File: src/bsq_pkg.sv
// Shared types, codes and reset constants for the battery stage qualifier.
// Used by the interfaces, the register block, the classifier, the dwell
// logic and the top level.
package bsq_pkg;

  localparam int ADC_BITS_DEF = 12;
  localparam int RST_CODE_BITS = 12;
  localparam int MS_BITS = 16;
  localparam int STEP_BITS = 10;
  localparam int CFG_DATA_BITS = 32;
  localparam int CFG_ADDR_BITS = 5;

  localparam logic [MS_BITS-1:0] MS_MAX = {MS_BITS{1'b1}};

  // Reset thresholds, given as 12-bit codes.
  localparam logic [RST_CODE_BITS-1:0] RST_DEAD_BELOW = 12'd2638;
  localparam logic [RST_CODE_BITS-1:0] RST_WEAPON_CUT_BELOW = 12'd2864;
  localparam logic [RST_CODE_BITS-1:0] RST_HALF_BELOW = 12'd3091;
  localparam logic [RST_CODE_BITS-1:0] RST_FULL_BELOW = 12'd3544;
  localparam logic [RST_CODE_BITS-1:0] RST_OVERFULL_FROM = 12'd3714;
  localparam logic [STEP_BITS-1:0] RST_STEP_MS = 10'd10;
  localparam logic [MS_BITS-1:0] RST_DWELL_MS = 16'd1000;

  typedef enum logic [2:0] {
    STAGE_UNDEF = 3'd0,
    STAGE_DEAD = 3'd1,
    STAGE_WEAPON_CUT = 3'd2,
    STAGE_UNDER_HALF = 3'd3,
    STAGE_OVER_HALF = 3'd4,
    STAGE_FULL = 3'd5,
    STAGE_OVERFULL = 3'd6
  } stage_t;

  typedef enum logic [2:0] {
    REG_DEAD_BELOW = 3'd0,
    REG_WEAPON_CUT_BELOW = 3'd1,
    REG_HALF_BELOW = 3'd2,
    REG_FULL_BELOW = 3'd3,
    REG_OVERFULL_FROM = 3'd4,
    REG_STEP_MS = 3'd5,
    REG_DWELL_MS = 3'd6
  } reg_idx_t;

  typedef struct packed {
    logic [STEP_BITS-1:0] step_ms;
    logic [MS_BITS-1:0] dwell_ms;
  } dwell_cfg_t;

  typedef struct packed {
    logic [2:0] stage;
    logic [2:0] raw_class;
    logic switched;
  } result_t;

  // Rescales a 12-bit reset code to the configured ADC width.
  function automatic logic [31:0] scale_code(input logic [RST_CODE_BITS-1:0] code,
                                             input int bits);
    logic [31:0] wide;
    wide = 32'(code);
    if (bits >= RST_CODE_BITS) begin
      scale_code = wide << (bits - RST_CODE_BITS);
    end else begin
      scale_code = wide >> (RST_CODE_BITS - bits);
    end
  endfunction

endpackage

File: src/bsq_if.sv
// Valid/ready channel interfaces for the sample words and the result words.
// Depends on bsq_pkg.
interface bsq_in_if #(
  parameter int ADC_BITS = bsq_pkg::ADC_BITS_DEF
);
  logic valid;
  logic ready;
  logic [ADC_BITS-1:0] adc_code;

  modport source (output valid, output adc_code, input ready);
  modport sink (input valid, input adc_code, output ready);
endinterface

interface bsq_out_if;
  logic valid;
  logic ready;
  logic [2:0] stage;
  logic [2:0] raw_class;
  logic switched;

  modport source (output valid, output stage, output raw_class, output switched,
                  input ready);
  modport sink (input valid, input stage, input raw_class, input switched,
                output ready);
endinterface

File: src/bsq_cfg_regs.sv
// APB-style register block holding the band thresholds and dwell settings.
// Depends on bsq_pkg.
module bsq_cfg_regs #(
  parameter int ADC_BITS = bsq_pkg::ADC_BITS_DEF
) (
  input  logic clk,
  input  logic rst_n,
  input  logic cfg_psel,
  input  logic cfg_penable,
  input  logic cfg_pwrite,
  input  logic [bsq_pkg::CFG_ADDR_BITS-1:0] cfg_paddr,
  input  logic [bsq_pkg::CFG_DATA_BITS-1:0] cfg_pwdata,
  output logic [bsq_pkg::CFG_DATA_BITS-1:0] cfg_prdata,
  output logic cfg_pready,
  output logic [ADC_BITS-1:0] dead_below,
  output logic [ADC_BITS-1:0] weapon_cut_below,
  output logic [ADC_BITS-1:0] half_below,
  output logic [ADC_BITS-1:0] full_below,
  output logic [ADC_BITS-1:0] overfull_from,
  output bsq_pkg::dwell_cfg_t dwell_cfg
);

  localparam logic [ADC_BITS-1:0] RST_DEAD =
    ADC_BITS'(bsq_pkg::scale_code(bsq_pkg::RST_DEAD_BELOW, ADC_BITS));
  localparam logic [ADC_BITS-1:0] RST_WEAPON =
    ADC_BITS'(bsq_pkg::scale_code(bsq_pkg::RST_WEAPON_CUT_BELOW, ADC_BITS));
  localparam logic [ADC_BITS-1:0] RST_HALF =
    ADC_BITS'(bsq_pkg::scale_code(bsq_pkg::RST_HALF_BELOW, ADC_BITS));
  localparam logic [ADC_BITS-1:0] RST_FULL =
    ADC_BITS'(bsq_pkg::scale_code(bsq_pkg::RST_FULL_BELOW, ADC_BITS));
  localparam logic [ADC_BITS-1:0] RST_OVERFULL =
    ADC_BITS'(bsq_pkg::scale_code(bsq_pkg::RST_OVERFULL_FROM, ADC_BITS));

  logic [ADC_BITS-1:0] dead_r, weapon_r, half_r, full_r, overfull_r;
  logic [bsq_pkg::STEP_BITS-1:0] step_r;
  logic [bsq_pkg::MS_BITS-1:0] dwell_r;
  logic wr_en;
  bsq_pkg::reg_idx_t idx;

  assign idx = bsq_pkg::reg_idx_t'(cfg_paddr[bsq_pkg::CFG_ADDR_BITS-1:2]);
  assign wr_en = cfg_psel & cfg_penable & cfg_pwrite & cfg_pready;
  assign cfg_pready = 1'b1;

  always_ff @(posedge clk) begin
    if (!rst_n) begin
      dead_r <= RST_DEAD;
      weapon_r <= RST_WEAPON;
      half_r <= RST_HALF;
      full_r <= RST_FULL;
      overfull_r <= RST_OVERFULL;
      step_r <= bsq_pkg::RST_STEP_MS;
      dwell_r <= bsq_pkg::RST_DWELL_MS;
    end else if (wr_en) begin
      unique case (idx)
        bsq_pkg::REG_DEAD_BELOW: dead_r <= cfg_pwdata[ADC_BITS-1:0];
        bsq_pkg::REG_WEAPON_CUT_BELOW: weapon_r <= cfg_pwdata[ADC_BITS-1:0];
        bsq_pkg::REG_HALF_BELOW: half_r <= cfg_pwdata[ADC_BITS-1:0];
        bsq_pkg::REG_FULL_BELOW: full_r <= cfg_pwdata[ADC_BITS-1:0];
        bsq_pkg::REG_OVERFULL_FROM: overfull_r <= cfg_pwdata[ADC_BITS-1:0];
        bsq_pkg::REG_STEP_MS: step_r <= cfg_pwdata[bsq_pkg::STEP_BITS-1:0];
        bsq_pkg::REG_DWELL_MS: dwell_r <= cfg_pwdata[bsq_pkg::MS_BITS-1:0];
        default: ;
      endcase
    end
  end

  always_comb begin
    unique case (idx)
      bsq_pkg::REG_DEAD_BELOW: cfg_prdata = bsq_pkg::CFG_DATA_BITS'(dead_r);
      bsq_pkg::REG_WEAPON_CUT_BELOW: cfg_prdata = bsq_pkg::CFG_DATA_BITS'(weapon_r);
      bsq_pkg::REG_HALF_BELOW: cfg_prdata = bsq_pkg::CFG_DATA_BITS'(half_r);
      bsq_pkg::REG_FULL_BELOW: cfg_prdata = bsq_pkg::CFG_DATA_BITS'(full_r);
      bsq_pkg::REG_OVERFULL_FROM: cfg_prdata = bsq_pkg::CFG_DATA_BITS'(overfull_r);
      bsq_pkg::REG_STEP_MS: cfg_prdata = bsq_pkg::CFG_DATA_BITS'(step_r);
      bsq_pkg::REG_DWELL_MS: cfg_prdata = bsq_pkg::CFG_DATA_BITS'(dwell_r);
      default: cfg_prdata = '0;
    endcase
  end

  assign dead_below = dead_r;
  assign weapon_cut_below = weapon_r;
  assign half_below = half_r;
  assign full_below = full_r;
  assign overfull_from = overfull_r;
  assign dwell_cfg.step_ms = step_r;
  assign dwell_cfg.dwell_ms = dwell_r;

endmodule

File: src/bsq_classify.sv
// Band classifier: places one ADC code in one of the six stage bands.
// Depends on bsq_pkg.
module bsq_classify #(
  parameter int ADC_BITS = bsq_pkg::ADC_BITS_DEF
) (
  input  logic [ADC_BITS-1:0] code,
  input  logic [ADC_BITS-1:0] dead_below,
  input  logic [ADC_BITS-1:0] weapon_cut_below,
  input  logic [ADC_BITS-1:0] half_below,
  input  logic [ADC_BITS-1:0] full_below,
  input  logic [ADC_BITS-1:0] overfull_from,
  output bsq_pkg::stage_t raw_class
);

  // Thresholds need not ascend, so the lowest band that matches wins.
  always_comb begin
    priority if (code < dead_below) begin
      raw_class = bsq_pkg::STAGE_DEAD;
    end else if (code < weapon_cut_below) begin
      raw_class = bsq_pkg::STAGE_WEAPON_CUT;
    end else if (code < half_below) begin
      raw_class = bsq_pkg::STAGE_UNDER_HALF;
    end else if (code < full_below) begin
      raw_class = bsq_pkg::STAGE_OVER_HALF;
    end else if (code < overfull_from) begin
      raw_class = bsq_pkg::STAGE_FULL;
    end else begin
      raw_class = bsq_pkg::STAGE_OVERFULL;
    end
  end

endmodule

File: src/bsq_dwell.sv
// Qualified stage and disagreement timer, updated once per sample word.
// Depends on bsq_pkg.
module bsq_dwell (
  input  logic clk,
  input  logic rst_n,
  input  logic step_en,
  input  bsq_pkg::stage_t raw_class,
  input  bsq_pkg::dwell_cfg_t dwell_cfg,
  output bsq_pkg::result_t result
);

  bsq_pkg::stage_t stage_r, stage_nxt, stage_cur;
  logic [bsq_pkg::MS_BITS-1:0] disagree_r, disagree_nxt, acc;
  logic [bsq_pkg::MS_BITS:0] sum;

  always_comb begin
    // An undefined stage takes the first band at once.
    stage_cur = (stage_r == bsq_pkg::STAGE_UNDEF) ? raw_class : stage_r;
    sum = {1'b0, disagree_r} + (bsq_pkg::MS_BITS + 1)'(dwell_cfg.step_ms);
    if (raw_class != stage_cur) begin
      acc = sum[bsq_pkg::MS_BITS] ? bsq_pkg::MS_MAX : sum[bsq_pkg::MS_BITS-1:0];
    end else begin
      acc = '0;
    end
    if (acc > dwell_cfg.dwell_ms) begin
      stage_nxt = raw_class;
      disagree_nxt = '0;
    end else begin
      stage_nxt = stage_cur;
      disagree_nxt = acc;
    end
    result.stage = stage_nxt;
    result.raw_class = raw_class;
    result.switched = (stage_nxt != stage_r);
  end

  always_ff @(posedge clk) begin
    if (!rst_n) begin
      stage_r <= bsq_pkg::STAGE_UNDEF;
      disagree_r <= '0;
    end else if (step_en) begin
      stage_r <= stage_nxt;
      disagree_r <= disagree_nxt;
    end
  end

endmodule

File: src/battery_stage_qualifier.sv
// Top level of the battery stage qualifier: sample register, classifier,
// dwell logic, result register and register block. Depends on bsq_pkg, bsq_if.
//
// One ADC sample word enters per clock and one result word leaves per clock
// when the result side keeps ready high. A result word is registered in the
// sample register and then in the result register after its sample is
// accepted, and a stall on the result side can hold it in either. Each
// sample is classified against five threshold codes and the qualified stage
// and disagreement timer are updated in the same cycle that the sample moves
// from the sample register into the result register. While the result
// register is stalled the sample register still takes one more word.
// The user must write thresholds and timer settings through the APB port
// while the block is idle, unchecked by the block itself; pready is always high.
module battery_stage_qualifier #(
  parameter int ADC_BITS = bsq_pkg::ADC_BITS_DEF
) (
  input  logic clk,
  input  logic rst_n,
  bsq_in_if.sink in_if,
  bsq_out_if.source out_if,
  input  logic cfg_psel,
  input  logic cfg_penable,
  input  logic cfg_pwrite,
  input  logic [bsq_pkg::CFG_ADDR_BITS-1:0] cfg_paddr,
  input  logic [bsq_pkg::CFG_DATA_BITS-1:0] cfg_pwdata,
  output logic [bsq_pkg::CFG_DATA_BITS-1:0] cfg_prdata,
  output logic cfg_pready
);

  logic [ADC_BITS-1:0] dead_below, weapon_cut_below, half_below;
  logic [ADC_BITS-1:0] full_below, overfull_from;
  bsq_pkg::dwell_cfg_t dwell_cfg;
  bsq_pkg::stage_t raw_class;
  bsq_pkg::result_t result;

  logic smp_valid_r;
  logic [ADC_BITS-1:0] smp_code_r;
  logic res_valid_r;
  bsq_pkg::result_t res_r;
  logic advance;

  assign advance = smp_valid_r & (~res_valid_r | out_if.ready);
  assign in_if.ready = ~smp_valid_r | advance;

  bsq_cfg_regs #(.ADC_BITS(ADC_BITS)) u_cfg (
    .clk(clk),
    .rst_n(rst_n),
    .cfg_psel(cfg_psel),
    .cfg_penable(cfg_penable),
    .cfg_pwrite(cfg_pwrite),
    .cfg_paddr(cfg_paddr),
    .cfg_pwdata(cfg_pwdata),
    .cfg_prdata(cfg_prdata),
    .cfg_pready(cfg_pready),
    .dead_below(dead_below),
    .weapon_cut_below(weapon_cut_below),
    .half_below(half_below),
    .full_below(full_below),
    .overfull_from(overfull_from),
    .dwell_cfg(dwell_cfg)
  );

  bsq_classify #(.ADC_BITS(ADC_BITS)) u_classify (
    .code(smp_code_r),
    .dead_below(dead_below),
    .weapon_cut_below(weapon_cut_below),
    .half_below(half_below),
    .full_below(full_below),
    .overfull_from(overfull_from),
    .raw_class(raw_class)
  );

  bsq_dwell u_dwell (
    .clk(clk),
    .rst_n(rst_n),
    .step_en(advance),
    .raw_class(raw_class),
    .dwell_cfg(dwell_cfg),
    .result(result)
  );

  always_ff @(posedge clk) begin
    if (!rst_n) begin
      smp_valid_r <= 1'b0;
      res_valid_r <= 1'b0;
    end else begin
      if (in_if.ready) begin
        smp_valid_r <= in_if.valid;
      end
      if (advance) begin
        res_valid_r <= 1'b1;
      end else if (out_if.ready) begin
        res_valid_r <= 1'b0;
      end
    end
  end

  always_ff @(posedge clk) begin
    if (in_if.ready && in_if.valid) begin
      smp_code_r <= in_if.adc_code;
    end
    if (advance) begin
      res_r <= result;
    end
  end

  assign out_if.valid = res_valid_r;
  assign out_if.stage = res_r.stage;
  assign out_if.raw_class = res_r.raw_class;
  assign out_if.switched = res_r.switched;

endmodule

File: src/flat_wrapper.sv
// flat-port wrapper written by rule: the top's interface ports become plain ports
module battery_stage_qualifier_flat 
#(
  parameter int ADC_BITS = bsq_pkg::ADC_BITS_DEF
)
  (clk, rst_n, cfg_psel, cfg_penable, cfg_pwrite, cfg_paddr, cfg_pwdata, cfg_prdata, cfg_pready, in_if_valid, in_if_adc_code, in_if_ready, out_if_valid, out_if_stage, out_if_raw_class, out_if_switched, out_if_ready);
  bsq_in_if #(.ADC_BITS(ADC_BITS)) in_if_i ();
  bsq_out_if out_if_i ();
  input  logic clk;
  input  logic rst_n;
  input  logic cfg_psel;
  input  logic cfg_penable;
  input  logic cfg_pwrite;
  input  logic [bsq_pkg::CFG_ADDR_BITS-1:0] cfg_paddr;
  input  logic [bsq_pkg::CFG_DATA_BITS-1:0] cfg_pwdata;
  output logic [bsq_pkg::CFG_DATA_BITS-1:0] cfg_prdata;
  output logic cfg_pready;
  input wire logic [$bits(in_if_i.valid)-1:0] in_if_valid;
  input wire logic [$bits(in_if_i.adc_code)-1:0] in_if_adc_code;
  output wire logic [$bits(in_if_i.ready)-1:0] in_if_ready;
  output wire logic [$bits(out_if_i.valid)-1:0] out_if_valid;
  output wire logic [$bits(out_if_i.stage)-1:0] out_if_stage;
  output wire logic [$bits(out_if_i.raw_class)-1:0] out_if_raw_class;
  output wire logic [$bits(out_if_i.switched)-1:0] out_if_switched;
  input wire logic [$bits(out_if_i.ready)-1:0] out_if_ready;
  assign in_if_i.valid = in_if_valid;
  assign in_if_i.adc_code = in_if_adc_code;
  assign in_if_ready = in_if_i.ready;
  assign out_if_valid = out_if_i.valid;
  assign out_if_stage = out_if_i.stage;
  assign out_if_raw_class = out_if_i.raw_class;
  assign out_if_switched = out_if_i.switched;
  assign out_if_i.ready = out_if_ready;
  battery_stage_qualifier #(.ADC_BITS(ADC_BITS)) u_core (.clk(clk), .rst_n(rst_n), .in_if(in_if_i), .out_if(out_if_i), .cfg_psel(cfg_psel), .cfg_penable(cfg_penable), .cfg_pwrite(cfg_pwrite), .cfg_paddr(cfg_paddr), .cfg_pwdata(cfg_pwdata), .cfg_prdata(cfg_prdata), .cfg_pready(cfg_pready));
endmodule
File: config.mk
export PLATFORM = sky130hd
export DESIGN_NAME = battery_stage_qualifier_flat
export DESIGN_NICKNAME = d
export VERILOG_FILES = /design/src/bsq_pkg.sv /design/src/bsq_if.sv /design/src/bsq_cfg_regs.sv /design/src/bsq_classify.sv /design/src/bsq_dwell.sv /design/src/battery_stage_qualifier.sv /design/src/flat_wrapper.sv
export SDC_FILE = /design/constraint.sdc
export NUM_CORES = 1
export LEC_CHECK = 0
export BUFFER_PORTS_ARGS = -buffer_cell sky130_fd_sc_hd__buf_2
export CAP_MARGIN = 25
export CORE_AREA = 3 3 130 132
export DETAILED_ROUTE_END_ITERATION = 7
export DIE_AREA = 0 0 133 135
export PLACE_DENSITY_LB_ADDON = 0.2
export SETUP_SLACK_MARGIN = 0.3
export SLEW_MARGIN = 10
export SYNTH_ARGS = -nofsm -noshare
export SYNTH_HDL_FRONTEND = slang
export SYNTH_HIERARCHICAL = 1
export SYNTH_SLANG_ARGS = --single-unit
File: constraint.sdc
create_clock -name clk -period 4.97 [get_ports clk]
set_clock_uncertainty 0.05 [all_clocks]
set_input_delay 0.497 -clock clk [delete_from_list [all_inputs] [get_ports clk]]
set_output_delay 0.497 -clock clk [all_outputs]
set_load 0.005 [all_outputs]
==> impl_metrics.py <==
metrics = {
    "clocking": {
        "worstSkewPairLatency_ns": 0.43,
        "clock_tree.buffer_depth": 2,
        "cts.htree.levels": 4,
        "tritoncts_num_sinks": 126,
        "cts-hold-fix-buffers": 0,
        "numCtsBuffers": 17,
        "cts.clk_slew.worst_paths_ns": 0.06,
        "cts_root_buffer": "sky130_fd_sc_hd__clkbuf_16",
        "cts_tree": "built",
    },
    "global_route": {
        "grt_pass1_vias": 7051,
        "grt_usage": 0.263,
        "grt_start_max_net_pins": 95,
        "first_pass_grt_wire_length_mm": 37.2,
        "globalRoute.totalOverflow": 0,
        "antenna_found_initial": 0,
    },
    "sta": {
        "max_freq_mhz": 197,
        "slew_headroom": 0.375,
        "setup_viol": 14,
        "final_hold_viol_count": 0,
        "finalHoldWorstSlack_ns": 0.193,
        "unrepaired_setup_endpoints_after_global_routing": "true",
        "timing.final.crit_share": 1.02,
        "maxSlewViolCount": 0,
        "fin_ws_ns": -0.103,
        "finalSetupTns_ns": -0.707,
        "period_needed_ns": 5.07,
        "max_slew.worst_pin.slew_ns": 0.938,
    },
    "final_layout": {
        "design.final.nets": 1216,
        "antennaDiodeCount": 0,
        "layout.cells.most_common": "sky130_fd_sc_hd__nand2_1",
        "multiInputGateArea_um2": 5260,
        "final_cell_mix": "sky130_fd_sc_hd__nand2_1 (111), sky130_fd_sc_hd__dfxtp_1 (107), sky130_fd_sc_hd__inv_1 (99), sky130_fd_sc_hd__mux2i_1 (82), sky130_fd_sc_hd__buf_4 (79)",
        "flow.area_growth_from_synthesis_pct": 20.0,
        "final_core_utilization": 0.642,
        "layout.area.seq_um2": 2710,
        "post_route_cells_drive_above_1_share": 0.230,
        "final.fill_count": 1327,
    },
    "route": {
        "detail-route-antenna-nets": 0,
        "drt-pass1-iter-count": 5,
        "drtIter0Drc": 581,
        "vias_per_std_cell": 5.63,
        "drc": 0,
        "detail_route.wirelength_mm": 23.3,
        "drt-wirelength-per-cell_um": 17.9,
        "route.vias.total": 7346,
    },
    "placement": {
        "buffer_ports.inserted": 62,
        "gp_congestion": 0.911,
        "dp_hpwl_mm": 16.9,
    },
    "power_and_ir_drop": {
        "clockPowerShare": 0.465,
        "leakagePower_nw": 4.89,
        "p_sw_frac": 0.253,
        "combPwrFrac": 0.126,
        "switching_power_uw": 662,
        "intPower_mw": 1.96,
        "power.density_nw_per_um2": 258,
        "power.share.sequential": 0.410,
        "ir_drop_mv": 0.238,
    },
    "synth": {
        "synth_flop_cell": "sky130_fd_sc_hd__dfxtp_1",
        "synth.yosys.seq_area_share": 0.320,
        "mappedNetlistArea_um2": 8460,
        "synth_cell_types": 88,
        "postSynthCellCount": 969,
        "postSynthRegisterBits": 126,
        "synth-warning-count": 6,
        "avgSynthCellArea_um2": 8.74,
        "synth_edf_count": 19,
        "share_of_async_settable_or_async_resettable_flops_after_synthesis": 0,
    },
    "flow_run": {
        "timing.max_cap.violations": 0,
    },
    "critical_path": {
        "criticalPathCategory": "register to register",
        "setup.worst_path.end_class": "register",
        "timing.critical_path.from_type": "register",
        "cp_max_fo": 8,
        "worst_path_dominant_cell_family": "compound AO/OA/AOI/OAI gates",
        "timing.critical_path.slowest_stage_cell": "sky130_fd_sc_hd__or4_4",
        "crit_path_max_incr_delay_ns": 0.52,
        "path_cells": "buf_6, ha_4, a211o_1, a31oi_1, nor3_1, buf_4, a211oi_4, o21ai_2, and2_4, xor2_2, o22ai_1, a21oi_2, o22a_2, o211a_1, ha_4, nand4_1, or4_4, or3_4, buf_6, a21oi_4, buf_12, nand4_1, a21oi_1",
        "rr_startpoint": "u_core/smp_code_r[2]$_DFFE_PP_",
        "cp.buffers_inverters": 4,
        "worst_ep_arrival_time_ns": 5.38,
        "timing.critical_path.from": "u_core/smp_code_r[2]$_DFFE_PP_",
        "cp_data_required_time_ns": 5.27,
    },
    "die": {
        "initial_core_util": 0.535,
        "coreArea_um2": 15800,
        "floorplan.die.width_um": 133,
        "ios": 98,
        "placementRows": 46,
        "dieHeight_um": 135,
        "die_footprint_um2": 18000,
    },
    "worst_hold_path": {
        "worst_hold_path_type": "primary input to register",
        "min_from": "in_if_adc_code[6]",
    },
    "status": {
        "failing_checks": "setup timing",
        "outcome": "complete, but fails checks",
    },
}
==> area by class of cell <==
cell class	count	area share
Clock buffer	24	0.0506
Clock inverter	6	0.00542
Inverter	100	0.0370
Multi-Input combinational cell	687	0.517
Sequential cell	126	0.267
Tap cell	216	0.0266
Timing Repair Buffer	146	0.0960
==> per-stage QoR <==
step	cell area, um2	std cells	setup WS [ns]	total power, mW
finish	10200	1305	-0.103	2.62
floorplan	8560	984	0.232	1.29
global placement	9250	1265	-0.240	1.38
detailed placement	9260	1266	-0.310	1.39
CTS	10000	1303	-0.0189	2.61
global route	10200	1305	-0.272	2.71
==> synth_stat cells (all sizes together) (3+ instances only) <==
library cell / number / share of area
dfxtp: 107 / 0.25
a21o: 16 / 0.014
xnor2: 4 / 0.0041
nor2b: 25 / 0.019
a22o: 6 / 0.0062
o211ai: 22 / 0.020
mux2i: 82 / 0.097
nor3: 7 / 0.0061
a21boi: 4 / 0.0035
a2bb2oi: 4 / 0.0041
a32oi: 5 / 0.0052
clkbuf: 19 / 0.0096
nand4: 13 / 0.0096
inv: 100 / 0.044
nand3: 33 / 0.020
and4: 3 / 0.0031
a21oi: 60 / 0.037
xor2: 6 / 0.0062
o22a: 4 / 0.0043
a31oi: 9 / 0.0067
or2: 3 / 0.0022
o21ai: 38 / 0.022
nand2b: 18 / 0.014
a2111oi: 3 / 0.0055
a211oi: 12 / 0.011
o21a: 4 / 0.0035
o221a: 7 / 0.0093
and2: 6 / 0.0046
nand2: 116 / 0.054
nand3b: 3 / 0.0041
nor2: 32 / 0.015
a221oi: 10 / 0.014
and3: 6 / 0.0044
ha: 81 / 0.12
edfxtp: 19 / 0.067
buf: 50 / 0.041
==> power by group through the flow <==
| stage | clock [mW] | sequential (mW) | combinational (mW) |
|---|---|---|---|
| 2_1_floorplan | 0 | 1.09 | 0.205 |
| 3_5_place_dp | 0 | 1.09 | 0.296 |
| 6_report | 1.22 | 1.07 | 0.329 |
| 5_1_grt | 1.28 | 1.07 | 0.357 |
| 3_3_place_gp | 0 | 1.09 | 0.291 |
| 4_1_cts | 1.23 | 1.07 | 0.314 |
==> per-layer routing <==
| layer | wire, um | track usage |
|---|---|---|
| met1 | 10400 | 0.349 |
| met2 | 10800 | 0.422 |
| met3 | 1410 | 0.0529 |
| met4 | 674 | 0.106 |
| met5 | 0 | 0 |
==> logic make-up after synthesis <==
family | count (synthesis) | share of synthesized area
AO/OA/AOI/OAI | 219 | 0.182
flip-flops | 126 | 0.320
buffers and inverters | 171 | 0.0974
AND/OR/NAND/NOR | 275 | 0.167
other | 2 | 0.000887
adder cells (fa/ha/maj) | 82 | 0.122
XOR/XNOR | 10 | 0.0103
multiplexers | 84 | 0.0996
==> state kept, by name, summed over array words and instances, names as in the netlist, 10 cells and up <==
signal                         cells
u_core/u_cfg/dead_below           12
u_core/smp_code_r                 12
u_core/u_cfg/dwell_r              16
u_core/u_cfg/half_below           12
u_core/u_dwell/disagree_r         16
u_core/u_cfg/full_below           12
u_core/u_cfg/step_r               10
u_core/u_cfg/overfull_from        12
u_core/u_cfg/weapon_cut_below     12
==> path summary, 6_finish.rpt <==
path	endpoint	slack [ns]	depth (start not counted)
worst max-delay path	u_core/u_dwell/disagree_r[14]$_SDFFE_PN0P_	-0.10	23
worst min-delay path	u_core/smp_code_r[6]$_DFFE_PP_	0.19	1
worst max register to register	u_core/u_dwell/disagree_r[14]$_SDFFE_PN0P_	-0.10	23
worst min register to register	u_core/u_dwell/disagree_r[5]$_SDFFE_PN0P_	0.41	2
==> repair_timing <==
action                     4_1_cts  5_1_grt
buffers inserted                 7        2
pin swaps                       24       13
resized for setup               48       25
setup endpoints to repair       23       23
Note: power is estimated with default switching activity, not from simulation.
